## config.mk

```make
export PLATFORM = sky130hd
export DESIGN_NAME = carf_blend
export DESIGN_NICKNAME = d
export VERILOG_FILES = /design/src/carf_pkg.sv /design/src/carf_blend.sv
export SDC_FILE = /design/constraint.sdc
export NUM_CORES = 1
export LEC_CHECK = 0
export BUFFER_PORTS_ARGS = -buffer_cell sky130_fd_sc_hd__buf_2
export CORE_AREA = 2 2 164 166
export DETAILED_ROUTE_END_ITERATION = 8
export DIE_AREA = 0 0 166 168
export PLACE_DENSITY = 0.73
export SYNTH_ARGS = -nofsm -noshare
export SYNTH_HDL_FRONTEND = slang
export SYNTH_SLANG_ARGS = --single-unit
```

## constraint.sdc

```tcl
create_clock -name clk -period 7.63 [get_ports clk]
set_clock_uncertainty 0.2 [all_clocks]
set_input_delay 1.1445 -clock clk [delete_from_list [all_inputs] [get_ports clk]]
set_output_delay 1.1445 -clock clk [all_outputs]
set_load 0.05 [all_outputs]
```

## src/carf_pkg.sv

```systemverilog
// ----------------------------------------------------------------------------
// carf_pkg
// Shared types and codes of the clipped alpha rectangle fill engine: the item
// layouts of both channels, the clip window and the command and register codes.
// ----------------------------------------------------------------------------
package carf_pkg;

    // Command codes carried by an input item.
    localparam logic [1:0] CMD_FILL    = 2'd0;
    localparam logic [1:0] CMD_OUTLINE = 2'd1;
    localparam logic [1:0] CMD_READ    = 2'd2;
    localparam logic [1:0] CMD_NONE    = 2'd3;

    // Configuration register indexes.
    localparam logic [1:0] REG_CLIP_LEFT   = 2'd0;
    localparam logic [1:0] REG_CLIP_TOP    = 2'd1;
    localparam logic [1:0] REG_CLIP_RIGHT  = 2'd2;
    localparam logic [1:0] REG_CLIP_BOTTOM = 2'd3;

    // Blend constants.
    localparam logic [7:0]  ALPHA_OPAQUE = 8'hFF;
    localparam logic [7:0]  ALPHA_CLEAR  = 8'h00;
    localparam logic [7:0]  PIXEL_ALPHA  = 8'hFF;

    // One input item.
    typedef struct packed {
        logic [1:0]         command;
        logic signed [15:0] corner_ax;
        logic signed [15:0] corner_ay;
        logic signed [15:0] corner_bx;
        logic signed [15:0] corner_by;
        logic [23:0]        colour;
        logic [7:0]         opacity;
    } carf_in_t;

    // One result item.
    typedef struct packed {
        logic [31:0] pixel_value;
        logic        pixel_in_range;
    } carf_out_t;

    // Clip window, ordered and clamped to the screen.
    typedef struct packed {
        logic signed [15:0] x0;
        logic signed [15:0] y0;
        logic signed [15:0] x1;
        logic signed [15:0] y1;
    } carf_win_t;

endpackage

```

## src/carf_blend.sv

```systemverilog
// ----------------------------------------------------------------------------
// carf_blend
// Shared pixel blend unit: mixes an RGB colour into a stored ARGB pixel and
// registers the result for the write back.
// ----------------------------------------------------------------------------
module carf_blend (
    input  logic        clk,
    input  logic        en,
    input  logic [31:0] dst,
    input  logic [23:0] src,
    input  logic [7:0]  alpha,
    output logic [31:0] mix
);

    logic [31:0] mix_next;
    logic [31:0] mix_reg;

    // One channel: (c*a + d*(255-a)) >> 8, low eight bits kept.
    function automatic logic [7:0] mix_chan(input logic [7:0] c, input logic [7:0] d,
                                            input logic [7:0] a);
        logic [15:0] sum;
        sum = 16'(c) * 16'(a) + 16'(d) * 16'(8'hFF - a);
        return sum[15:8];
    endfunction

    always_comb
    begin
        if (alpha == carf_pkg::ALPHA_OPAQUE)
        begin
            mix_next = {carf_pkg::PIXEL_ALPHA, src};
        end
        else if (alpha == carf_pkg::ALPHA_CLEAR)
        begin
            mix_next = dst;
        end
        else
        begin
            mix_next = {carf_pkg::PIXEL_ALPHA,
                        mix_chan(src[23:16], dst[23:16], alpha),
                        mix_chan(src[15:8],  dst[15:8],  alpha),
                        mix_chan(src[7:0],   dst[7:0],   alpha)};
        end
    end

    always_ff @(posedge clk)
    begin
        if (en)
        begin
            mix_reg <= mix_next;
        end
    end

    assign mix = mix_reg;

endmodule

```

After elaboration in Yosys (flattened, before gate mapping)
Index checks and enable logic that the tools add are counted.

Multipliers: 6. Bitwise gates (word level): 1. Reductions and logical operators: 2. Equality and inequality tests: 1. $add $sub $neg: 4. Mux-type cells: 2.

Operators with widths (number): $add A16 B16 Y16 (3); $mul A8 B8 Y16 (3); $mux W24 (2); $mul A8 B16 Y16 (2); $mul A9 B9 Y16 (1); $sub A8 B8 Y9 const A (1); $eq A8 B8 Y1 const B (1); $logic_not A8 Y1 (1); $reduce_or A2 Y1 (1); $not A1 Y1 (1).

Input port bits: 66. Output and inout bits: 32. Word-level logic and storage cells: 18. Flip-flop bits (word level): 32.

Logic depth before layout (Yosys ltp)
Word-level depth: 5. Mapped depth: 21. Depth with buffers taken out: 20.

Worst setup path after synthesis
No wires, ideal clock.

Kind: in2reg. Start point: in alpha[1]. End point: reg mix_reg[23] (netlist: mix[23]) (data pin). Arrival: 6.265 ns. Stages on the path: 19. Path buffers: 2. Library setup time: 0.258 ns. Slack: 0.907 ns. Path through: clkbuf_1 clkbuf_1 nand2_1 fa_1 fa_1 fa_1 inv_1 fa_1 fa_1 inv_1 fa_1 inv_1 ha_1 nand3_1 or4_1 o211a_1 o21ai_1 xnor2_1 a21oi_1.

Longest elaborated chain between the ends: 5.

RTL lines: from (decl) (RTL line carf_blend.sv:11) `input logic [7:0] alpha,`; $sub A8 B8 Y9 (RTL line carf_blend.sv:22) `sum = 16'(c) * 16'(a) + 16'(d) * 16'(8'hFF - a);`; $mul A8 B16 Y16 (RTL line carf_blend.sv:22); $add A16 B16 Y16 (RTL line carf_blend.sv:22); $mux W24 (RTL line carf_blend.sv:32) `else if (alpha == carf_pkg::ALPHA_CLEAR)`; $mux W24 * (RTL line carf_blend.sv:28) `if (alpha == carf_pkg::ALPHA_OPAQUE)`; via mix_next[23] (RTL line carf_blend.sv:15) `logic [31:0] mix_next;`; to (signal assigned) (RTL line carf_blend.sv:49) `mix_reg <= mix_next;`; to (decl) (RTL line carf_blend.sv:16) `logic [31:0] mix_reg;`.

The timed path passes the listed nets; every way through them passes the cells marked *. A chain may end at the register's enable or synchronous reset.

Final worst setup path
Start point: in alpha[4]. End point: reg mix_reg[14] (netlist: mix[14]) (data pin).

Same word-level chain as after synthesis.

==> run metrics <==
ANT nets after route=0; Peak Freq=~140 MHz; CTS tree=built; Max-cap violations=0; iteration-0 DRC count of the detailed router=around 520; global route overflow=0; Setup TNS=0 ns; startpoint class of the critical path=primary input; DP HPWL=about 26000 um; dominant synthesized flop cell=edfxtp_1; clock root buffer=clkbuf_16; max reg flops=32; static leakage=slightly below 8 nW; die footprint=between 0.02 and 0.03 sq mm; most frequent cells in the layout=inv_1, fa_1, ha_1, nor2b_1, and2_1; Post-synth EDFFs=32; GRT Util Overall=25.33%; n_diodes=0; area grow syn2layout=6.384%; GPL Wtd Cong=~0.9; Core Region=between 0.02 and 0.03 sq mm; final worst path period need=slightly below 7 ns; drt pass-1 iters=7; Syn Nets=~2100; flops & latches, synth=32; dpl cells=between 1500 and 2000; I/O pin cnt=between 90 and 100; utilization after layout=between 50% and 60%; Worst slew margin=26.83%; Synth top area share=40.12%; CTS Hold Bufs=0; clock buffer depth=2; post-synthesis sequential area ratio=under 10%; Worst Hold Class=in -> reg; Routed Wire Length=33340 um; count of cell types in the netlist=45; DIE WIDTH=between 150 and 200 um; peak supply drop=between 500 and 600 uV; final hold vios=0; antenna violations before repair=0; CTS sink cnt=32; Die Y=168 um; Synth area leader=fa_1; Worst-path clk slew=0.07 ns; Synth Warn #=0; setup violators final=0; Power Total=between 6 and 7 mW; Worst-Margin Slew=1.096 ns; Tcrit/Tclk final=90.77%; Via Count=10340; layout cells sized above 1=roughly 8%; final net count=2140; Arr. time, crit path=about 6.7 ns; number of remaining DRC errors=0; Rows=60; Mean Syn Cell Area=a little over 9 sq um; vias in the first global route=around 11000; Setup Fix Bufs, Post-CTS=0; Req. time, crit path=7.44 ns; via/cell ratio=roughly 5.3; synthesized area=0.01417 sq mm; IO buf count=97; first-pass GRT wire length=approximately 56000 um; async set or reset register ratio after synthesis=0%; per-cell routed wire length=17.12 um; initial core utilization=a little over half; main area contributors after synthesis=fa_1, ha_1, inv_1; kind of critical path=in -> reg; CP endpoint kind=flip-flop; Slew Viols, Final=0; hold slack=between 0.9 and 1 ns; Final Instance Count excl. Fillers=1947; commonest non-fill, non-tap cell in the layout=inv_1; status=finished, final reports clean; largest net degree at the start of global routing=44; cts repair resizes=0; post-synthesis cell count=approximately 1500; unrepaired setup endpoints after global routing=no; H-tree depth=2; PD cells=429.7 mW/mm^2; CTS Buf Count=5; CP Max Fanout=43
-- worst max-delay path: stages --
cell and delay, ns:
buf_2 0.70, nand2_1 0.21, fa_1 0.62, fa_1 0.46, fa_1 0.53, inv_1 0.06, fa_1 0.47, fa_1 0.52
inv_1 0.05, fa_1 0.48, inv_1 0.05, ha_1 0.28, o21ai_0 0.23, a211oi_1 0.13, a211o_1 0.34, a21oi_1 0.20
xor2_1 0.17, a21oi_1 0.08
-- path summary, 6_finish.rpt --
| check | startpoint | end | slack, ns | depth (start not counted) |
|---|---|---|---|---|
| worst max-delay path | alpha[4] | mix[14] | 0.70 | 18 |
| worst min-delay path | dst[30] | mix[30] | 0.92 | 2 |
-- power breakdown --
group / leakage (nW) / internal (mW) / switching (mW)
sequential: 0.315 / 0.511 / 0.0242
clock: 0.0655 / 0.120 / 0.0869
combinational: 7.52 / 2.47 / 3.27
total: 7.90 / 3.10 / 3.38
-- Yosys cell counts (2+ instances only) --
cell and count:
a211oi_1 7, o21ai_0 15, buf_6 3, or4_1 3
edfxtp_1 32, or3_1 8, nor2_1 17, nor4_1 2
o22ai_1 7, a21o_1 4, o21bai_1 3, nand3_1 4
o211ai_2 2, fa_1 284, a21boi_0 2, nor3_1 3
xnor2_1 22, xor2_1 7, a22oi_1 3, nand4_1 2
nand2_1 104, o22ai_2 4, a21oi_1 43, buf_1 11
o211a_1 3, ha_1 185, clkbuf_1 43, o41ai_1 2
nor2b_1 128, and2_1 105, buf_2 3, a211o_1 4
inv_1 403, a31oi_1 2, nand2b_1 67
-- cell type report --
| class | count | area [sq um] |
|---|---|---|
| Clock buffer | 7 | 132.6 |
| Clock inverter | 1 | 3.754 |
| Fill cell | 2393 | 11280 |
| Inverter | 403 | 1513 |
| Multi-Input combinational cell | 1052 | 11450 |
| Sequential cell | 32 | 960.9 |
| Tap cell | 341 | 426.7 |
| Timing Repair Buffer | 111 | 590.6 |
-- metrics by stage --
step	area, sq um	setup slack, ns
5_1_grt	15070	0.3958
6_report	15070	0.7042
3_5_place_dp	14940	0.4244
3_3_place_gp	14940	0.5593
2_1_floorplan	14170	0.9073
4_1_cts	15070	0.7332
-- per-layer routing --
| layer | part of all wire [%] | up-vias | track usage, % | routed length (um) |
|---|---|---|---|---|
| met1 | 42 | 5232 | 33.09 | 13920 |
| li1 | - | 4694 | - | - |
| met3 | 6.2 | 76 | 3.808 | 2073 |
| met4 | 3.3 | 0 | 7.788 | 1086 |
| met5 | 0 | - | 0 | 0 |
| met2 | 49 | 340 | 43.80 | 16260 |
-- cells by family (layout without fill, tap and decap cells) --
| group | Yosys count | after routing | share of synthesized area, % |
|---|---|---|---|
| AO/OA/AOI/OAI | 106 | 106 | 4.830 |
| XOR/XNOR | 29 | 29 | 1.792 |
| adder cells (fa/ha/maj) | 469 | 469 | 56.46 |
| buffers and inverters | 463 | 522 | 12.45 |
| flip-flops | 32 | 32 | 6.781 |
| AND/OR/NAND/NOR | 448 | 448 | 17.69 |
Note: power is estimated with default switching activity, not from simulation.
