**src/carf_pkg.sv**
```systemverilog
// ----------------------------------------------------------------------------
// carf_pkg
// Shared types and codes of the clipped alpha rectangle fill engine: the item
// layouts of both channels, the clip window and the command and register codes.
// ----------------------------------------------------------------------------
package carf_pkg;

    // Command codes carried by an input item.
    localparam logic [1:0] CMD_FILL    = 2'd0;
    localparam logic [1:0] CMD_OUTLINE = 2'd1;
    localparam logic [1:0] CMD_READ    = 2'd2;
    localparam logic [1:0] CMD_NONE    = 2'd3;

    // Configuration register indexes.
    localparam logic [1:0] REG_CLIP_LEFT   = 2'd0;
    localparam logic [1:0] REG_CLIP_TOP    = 2'd1;
    localparam logic [1:0] REG_CLIP_RIGHT  = 2'd2;
    localparam logic [1:0] REG_CLIP_BOTTOM = 2'd3;

    // Blend constants.
    localparam logic [7:0]  ALPHA_OPAQUE = 8'hFF;
    localparam logic [7:0]  ALPHA_CLEAR  = 8'h00;
    localparam logic [7:0]  PIXEL_ALPHA  = 8'hFF;

    // One input item.
    typedef struct packed {
        logic [1:0]         command;
        logic signed [15:0] corner_ax;
        logic signed [15:0] corner_ay;
        logic signed [15:0] corner_bx;
        logic signed [15:0] corner_by;
        logic [23:0]        colour;
        logic [7:0]         opacity;
    } carf_in_t;

    // One result item.
    typedef struct packed {
        logic [31:0] pixel_value;
        logic        pixel_in_range;
    } carf_out_t;

    // Clip window, ordered and clamped to the screen.
    typedef struct packed {
        logic signed [15:0] x0;
        logic signed [15:0] y0;
        logic signed [15:0] x1;
        logic signed [15:0] y1;
    } carf_win_t;

endpackage

```
**src/carf_clip.sv**
```systemverilog
// ----------------------------------------------------------------------------
// carf_clip
// Clip corner registers and the registered clip window derived from them.
// ----------------------------------------------------------------------------
module carf_clip #(
    parameter int SCREEN_WIDTH  = 256,
    parameter int SCREEN_HEIGHT = 256
) (
    input  logic                clk,
    input  logic                rst_n,
    input  logic                cfg_we,
    input  logic [1:0]          cfg_index,
    input  logic [15:0]         cfg_data,
    output carf_pkg::carf_win_t win
);

    localparam logic signed [15:0] XMAX = 16'(SCREEN_WIDTH - 1);
    localparam logic signed [15:0] YMAX = 16'(SCREEN_HEIGHT - 1);

    logic signed [15:0]  left_reg, top_reg, right_reg, bottom_reg;
    logic signed [15:0]  xlo, xhi, ylo, yhi;
    carf_pkg::carf_win_t win_next;
    carf_pkg::carf_win_t win_reg;

    // Corner registers, written by index.
    always_ff @(posedge clk or negedge rst_n)
    begin
        if (!rst_n)
        begin
            left_reg   <= '0;
            top_reg    <= '0;
            right_reg  <= '0;
            bottom_reg <= '0;
        end
        else if (cfg_we)
        begin
            case (cfg_index)
                carf_pkg::REG_CLIP_LEFT:   left_reg   <= cfg_data;
                carf_pkg::REG_CLIP_TOP:    top_reg    <= cfg_data;
                carf_pkg::REG_CLIP_RIGHT:  right_reg  <= cfg_data;
                carf_pkg::REG_CLIP_BOTTOM: bottom_reg <= cfg_data;
                default: ;
            endcase
        end
    end

    // Order each corner pair and clamp it to the screen; all-zero corners select the whole screen.
    always_comb
    begin
        xlo = (left_reg < right_reg) ? left_reg : right_reg;
        xhi = (left_reg < right_reg) ? right_reg : left_reg;
        ylo = (top_reg < bottom_reg) ? top_reg : bottom_reg;
        yhi = (top_reg < bottom_reg) ? bottom_reg : top_reg;
        if (left_reg == '0 && top_reg == '0 && right_reg == '0 && bottom_reg == '0)
        begin
            win_next.x0 = '0;
            win_next.y0 = '0;
            win_next.x1 = XMAX;
            win_next.y1 = YMAX;
        end
        else
        begin
            win_next.x0 = xlo[15] ? 16'sd0 : xlo;
            win_next.y0 = ylo[15] ? 16'sd0 : ylo;
            win_next.x1 = (xhi > XMAX) ? XMAX : xhi;
            win_next.y1 = (yhi > YMAX) ? YMAX : yhi;
        end
    end

    always_ff @(posedge clk or negedge rst_n)
    begin
        if (!rst_n)
        begin
            win_reg.x0 <= '0;
            win_reg.y0 <= '0;
            win_reg.x1 <= XMAX;
            win_reg.y1 <= YMAX;
        end
        else
        begin
            win_reg <= win_next;
        end
    end

    assign win = win_reg;

endmodule

```
**config.mk**
```make
export PLATFORM = sky130hd
export DESIGN_NAME = carf_clip
export DESIGN_NICKNAME = d
export VERILOG_FILES = /design/src/carf_pkg.sv /design/src/carf_clip.sv
export SDC_FILE = /design/constraint.sdc
export NUM_CORES = 1
export LEC_CHECK = 0
export BUFFER_PORTS_ARGS = -buffer_cell sky130_fd_sc_hd__buf_2
export CAP_MARGIN = 20
export CORE_UTILIZATION = 48
export CTS_BUF_LIST = sky130_fd_sc_hd__clkbuf_8
export DETAILED_ROUTE_END_ITERATION = 7
export PLACE_DENSITY = 0.71
export RECOVER_POWER = 25
export SYNTH_ARGS = -nofsm -noshare
export SYNTH_HDL_FRONTEND = slang
export SYNTH_SLANG_ARGS = --single-unit
```
**constraint.sdc**
```tcl
create_clock -name clk -period 2 [get_ports clk]
set_input_delay 0.2 -clock clk [delete_from_list [all_inputs] [get_ports clk]]
set_output_delay 0.2 -clock clk [all_outputs]
set_load 0.02 [all_outputs]
```
* Word level (Yosys, flattened, before mapping)
Cells that the tools add are included.
** Word-level totals
- Register bits after elaboration :: 128
- Bits of input ports :: 21
** Operators by class
- Order comparisons :: 4
- Equal/unequal tests :: 3
- Multiplexer cells :: 9
- Reductions and logical operators :: 12
** Operators with widths (count)
- 16-bit 2-to-1 mux :: 6
- 16-bit logical NOT :: 4
- 63-bit 2-to-1 mux :: 1
- 16-bit by 9-bit > comparator with 1-bit output, second input constant :: 2
- 16-bit < comparator :: 2
- 15-bit 2-to-1 mux :: 2
- 2-bit AND reduction :: 4
- 2-bit == test, second input constant :: 2
- 1-bit logical AND :: 3
- 2-bit by 1-bit == test with 1-bit output, second input constant :: 1
- 2-bit logical NOT :: 1

* Depth between registers and ports, before layout
- Depth in word-level cells :: 5
- Gate-level depth with buffers :: 10
- Mapped depth without buffers :: 8

* Worst setup path before layout
Ideal clock, no wire load.
- Path type :: reg-to-reg
- From :: reg left_reg[2]
- To :: reg win_reg (netlist bit win[16])
- Setup time :: 0.075 ns
- Arrival :: 2.041 ns
- Required time :: 1.925 ns
- Setup slack :: -0.116 ns
- Cell stages (with the launch flop) :: 9
- Period minus slack after synthesis :: 2.116 ns
- Cell sequence :: dfrtp_1 > ha_1 > a211oi_1 > o21ai_0 > a41oi_1 > nor3_1 > o32ai_2 > buf_4 > mux2i_1
** RTL lines
- from (decl) :: RTL line carf_clip.sv:20 : logic signed [15:0] left_reg, top_reg, right_reg, bottom_reg;
- from (signal assigned) :: RTL line carf_clip.sv:38 : carf_pkg::REG_CLIP_LEFT: left_reg <= cfg_data;
- to (signal assigned) :: RTL line carf_clip.sv:81 : win_reg <= win_next;
- to (decl) :: RTL line carf_clip.sv:23 : carf_pkg::carf_win_t win_reg;

==> summary.txt <==
STA
  – Slew Viols, Final: 0
  – Min Tclk post-route: 2.15 ns
  – Post-Route Setup TNS: -6.02 ns
  – Measured slew at the worst slew-check pin: 1.17 ns
  – Unrepaired setup endpoints after global routing: true
  – Hold Violations, Final: 0
  – Count of final setup violators: 61
  – Setup ws final: -0.151 ns
  – Crit share post-route: 108%
  – Slew headroom: 21.8%
  – Max Fclk: 0.465 GHz
  – Skew final: 0.00644 ns

Clock network
  – Root Buffer: clkbuf_8
  – H-Tree Depth: 4
  – Clock transition at the registers of the reported paths: 0.07 ns
  – Clk_lat worst skew: 0.46 ns
  – Total CTS buffers: 17
  – Clk sinks: 126
  – CTS tree: done
  – Clock buffer depth: 2

Setup path
  – Bufs and invs on worst path: 3
  – CP required: 2.37 ns
  – Startpoint class of the critical path: register
  – Arrival time of the worst setup path: 2.52 ns
  – Kind of critical path: register to register
  – Max stage delay cell, worst path: dfrtp_1
  – Critical path cell sequence: inv_2 -> ha_4 -> a211oi_2 -> o21ai_1 -> a41oi_2 -> nor3_2 -> o32ai_4 -> buf_6 -> buf_12 -> mux2i_1
  – Crit path max-delay family: compound AO/OA/AOI/OAI gates
  – Setup crit end kind: register
  – CP Max Fanout: 7
  – CP max stage delay: 0.40 ns

Synthesis
  – Number of flops mapped to enable cells by yosys: 0
  – Post-Synthesis Cells: 541
  – Post-synthesis cell type count: 35
  – Synth Flop Type: dfrtp_1
  – Synth top cells by count: dfrtp_1, nand2_1, mux2_2
  – Mapped Area: 6190 µm²
  – Post-synthesis average cell area: 11.5 µm²
  – Top-count cell post-synth: dfrtp_1
  – Synth Register Bits: 126
  – Post-synthesis async set-or-reset flop share: 100%
  – Register area share after synthesis: 51.2%
  – Yosys warns: 0
  – Ranking of synthesized cells by area: dfrtp_1, mux2_2, mux2i_1, dfstp_2, ha_1
  – Yosys top cell by area: dfrtp_1
  – Synth top area share: 44.4%

Layout
  – Layout cell share with drive strength beyond 1: 48.5%
  – Register Area: 3180 µm²
  – Fillers: 963
  – Inserted Diodes: 0
  – Max reg flops: 62
  – Area Growth Syn to Fin: 36.2%
  – Fin nets: 784
  – Footprint of the multi-input gates: 3050 µm²

Floorplan
  – Initial core utilization: 49.1%
  – Die ar.: 13400 µm²
  – Die span in y: 116 µm
  – Num rows: 41
  – Core footprint: 12600 µm²
  – Chip Width: 116 µm
  – Io pins: 85

Pwr
  – Comb power frac: 43.4%
  – P_sw: 3.83 mW
  – VDD IR-drop max: 0.524 mV
  – Clk pwr share: 22.4%
  – PwrDens: 1300 nW/µm²
  – LEAKAGE: 4.15 nW
  – Reg power frac: 34.2%
  – Switching Share: 35.0%
  – Internal: 7.12 mW

GRT
  – Global-route wire length before repair: 24.4 mm
  – Gr usage total: 24.4%
  – Antenna violations before repair: 0
  – Number of global-route vias before repair: 4985
  – Gr ovfl total: 0
  – Largest net degree at the start of global routing: 44

Status
  – Violated checks: setup timing
  – Status: finished with violations

Min path
  – HP Class: input pin to register

Detailed routing
  – Routed Antenna Nets: 0
  – Total number of vias: 4825
  – Total Wirelength: 15.7 mm
  – 1st-iter DRT viols: 234
  – Drt first pass iters: 6
  – Wire per inst: 17.1 µm
  – Vias/cell: 5.26
  – DRC viols: 0

Place
  – Port bufs: 82
  – Gpl congestion: 0.855
  – Final HPWL DP: 10.7 mm
  – Pre-CTS WS: -0.294 ns

Run
  – # Max-Cap Violations: 0
-- through the flow --
| step | std cells | util [%] | area, µm² | hold WS [ns] | total power, mW |
|---|---|---|---|---|---|
| 6_report | 918 | 66.9 | 8440 | 0.0357 | 11.0 |
| 5_1_grt | 918 | 66.9 | 8440 | 0.0319 | 11.5 |
| 4_1_cts | 913 | 65.1 | 8220 | 0.0125 | 10.7 |
| 3_5_place_dp | 868 | 59.3 | 7480 | 0.251 | 7.83 |
| 3_3_place_gp | 868 | 59.3 | 7480 | 0.246 | 7.69 |
| 2_1_floorplan | 542 | - | 6220 | -0.0956 | 6.27 |
-- timing repair --
action / 4_1_cts / 5_1_grt
hold endpoints to repair: 36 / 0
endpoints found under the setup margin: 62 / 62
cloned: 3 / 1
pin swaps: 8 / 14
hold buffers: 2 / 0
setup buffers: 8 / 6
resized for setup: 27 / 41
-- final timing paths --
check | cells after the start | startpoint | slack (ns) | end
worst max-delay path | 10 | right_reg[2]$_DFFE_PN0P_ | -0.15 | win[26]$_DFF_PN0_
worst min-delay path | 2 | cfg_data[0] | 0.04 | bottom_reg[0]$_DFFE_PN0P_
worst max register to register | 10 | right_reg[2]$_DFFE_PN0P_ | -0.15 | win[26]$_DFF_PN0_
worst min register to register | 1 | right_reg[1]$_DFFE_PN0P_ | 0.59 | right_reg[1]$_DFFE_PN0P_
max in group asynchronous | 3 | rst_n | 0.58 | win[20]$_DFF_PN1_
min in group asynchronous | 2 | rst_n | 0.51 | win[34]$_DFF_PN0_
-- cells in the final DEF (no fill, tap or decap), types with 2 or more instances in the layout --
cell type      instances
nand4_1                6
nor2b_1                2
buf_12                 5
conb_1                 2
mux2_2                65
mux2i_2                7
buf_4                 99
mux2i_1               52
nor2_1                38
nand4b_1               2
a21oi_1                8
dfrtp_2                6
ha_1                  21
dlygate4sd3_1          2
nand2_1               80
nor4_1                 7
buf_6                  6
a21o_1                 2
clkbuf_8              25
nand2b_1              17
a21oi_2                4
nand3_2                2
inv_2                  2
nor3_2                 2
nor4_4                 3
bufinv_16              3
or2_4                  4
nand3_1                2
inv_1                 32
ha_4                   8
o21ai_1                4
nand3b_1               2
dfrtp_1              104
buf_2                 81
dfstp_2               16
mux2_4                 2
nor4_2                 7
buf_16                 2
-- area by class of cell --
cell class / instances / share of cell area [%]
flip-flops and latches: 126 / 37.7
multi-input cells: 360 / 36.2
repair buffers: 197 / 16.8
clock buffers: 25 / 4.08
well taps: 172 / 2.55
inverters: 31 / 1.38
clock inverters: 7 / 1.26
-- power by group through the flow --
stage,Combinational [mW],Sequential (mW),Clock [mW]
after floorplan,1.90,4.38,0
after global placement,3.94,3.74,0
after detailed placement,4.08,3.75,0
after CTS,4.54,3.71,2.49
after global routing,5.11,3.82,2.60
final,4.76,3.75,2.45
-- layer usage --
layer,up-vias,GRT usage (%),wire length (µm)
met5,-,0,0
met4,0,11.6,359
met3,35,5.18,656
met2,119,42.4,8320
met1,2443,28.8,6330
li1,2228,-,-
-- cell families (layout without fill, tap and decap cells) --
| logic type | Yosys count | in the layout | synth area share (%) |
|---|---|---|---|
| compound gates | 25 | 25 | 2.63 |
| fa+ha+maj | 30 | 30 | 6.06 |
| buf+inv | 56 | 260 | 4.56 |
| flops | 126 | 126 | 51.2 |
| mux | 127 | 127 | 21.9 |
| other cells | 1 | 2 | 0.0605 |
| simple gates | 176 | 176 | 13.5 |
Note: power is estimated with default switching activity, not from simulation.
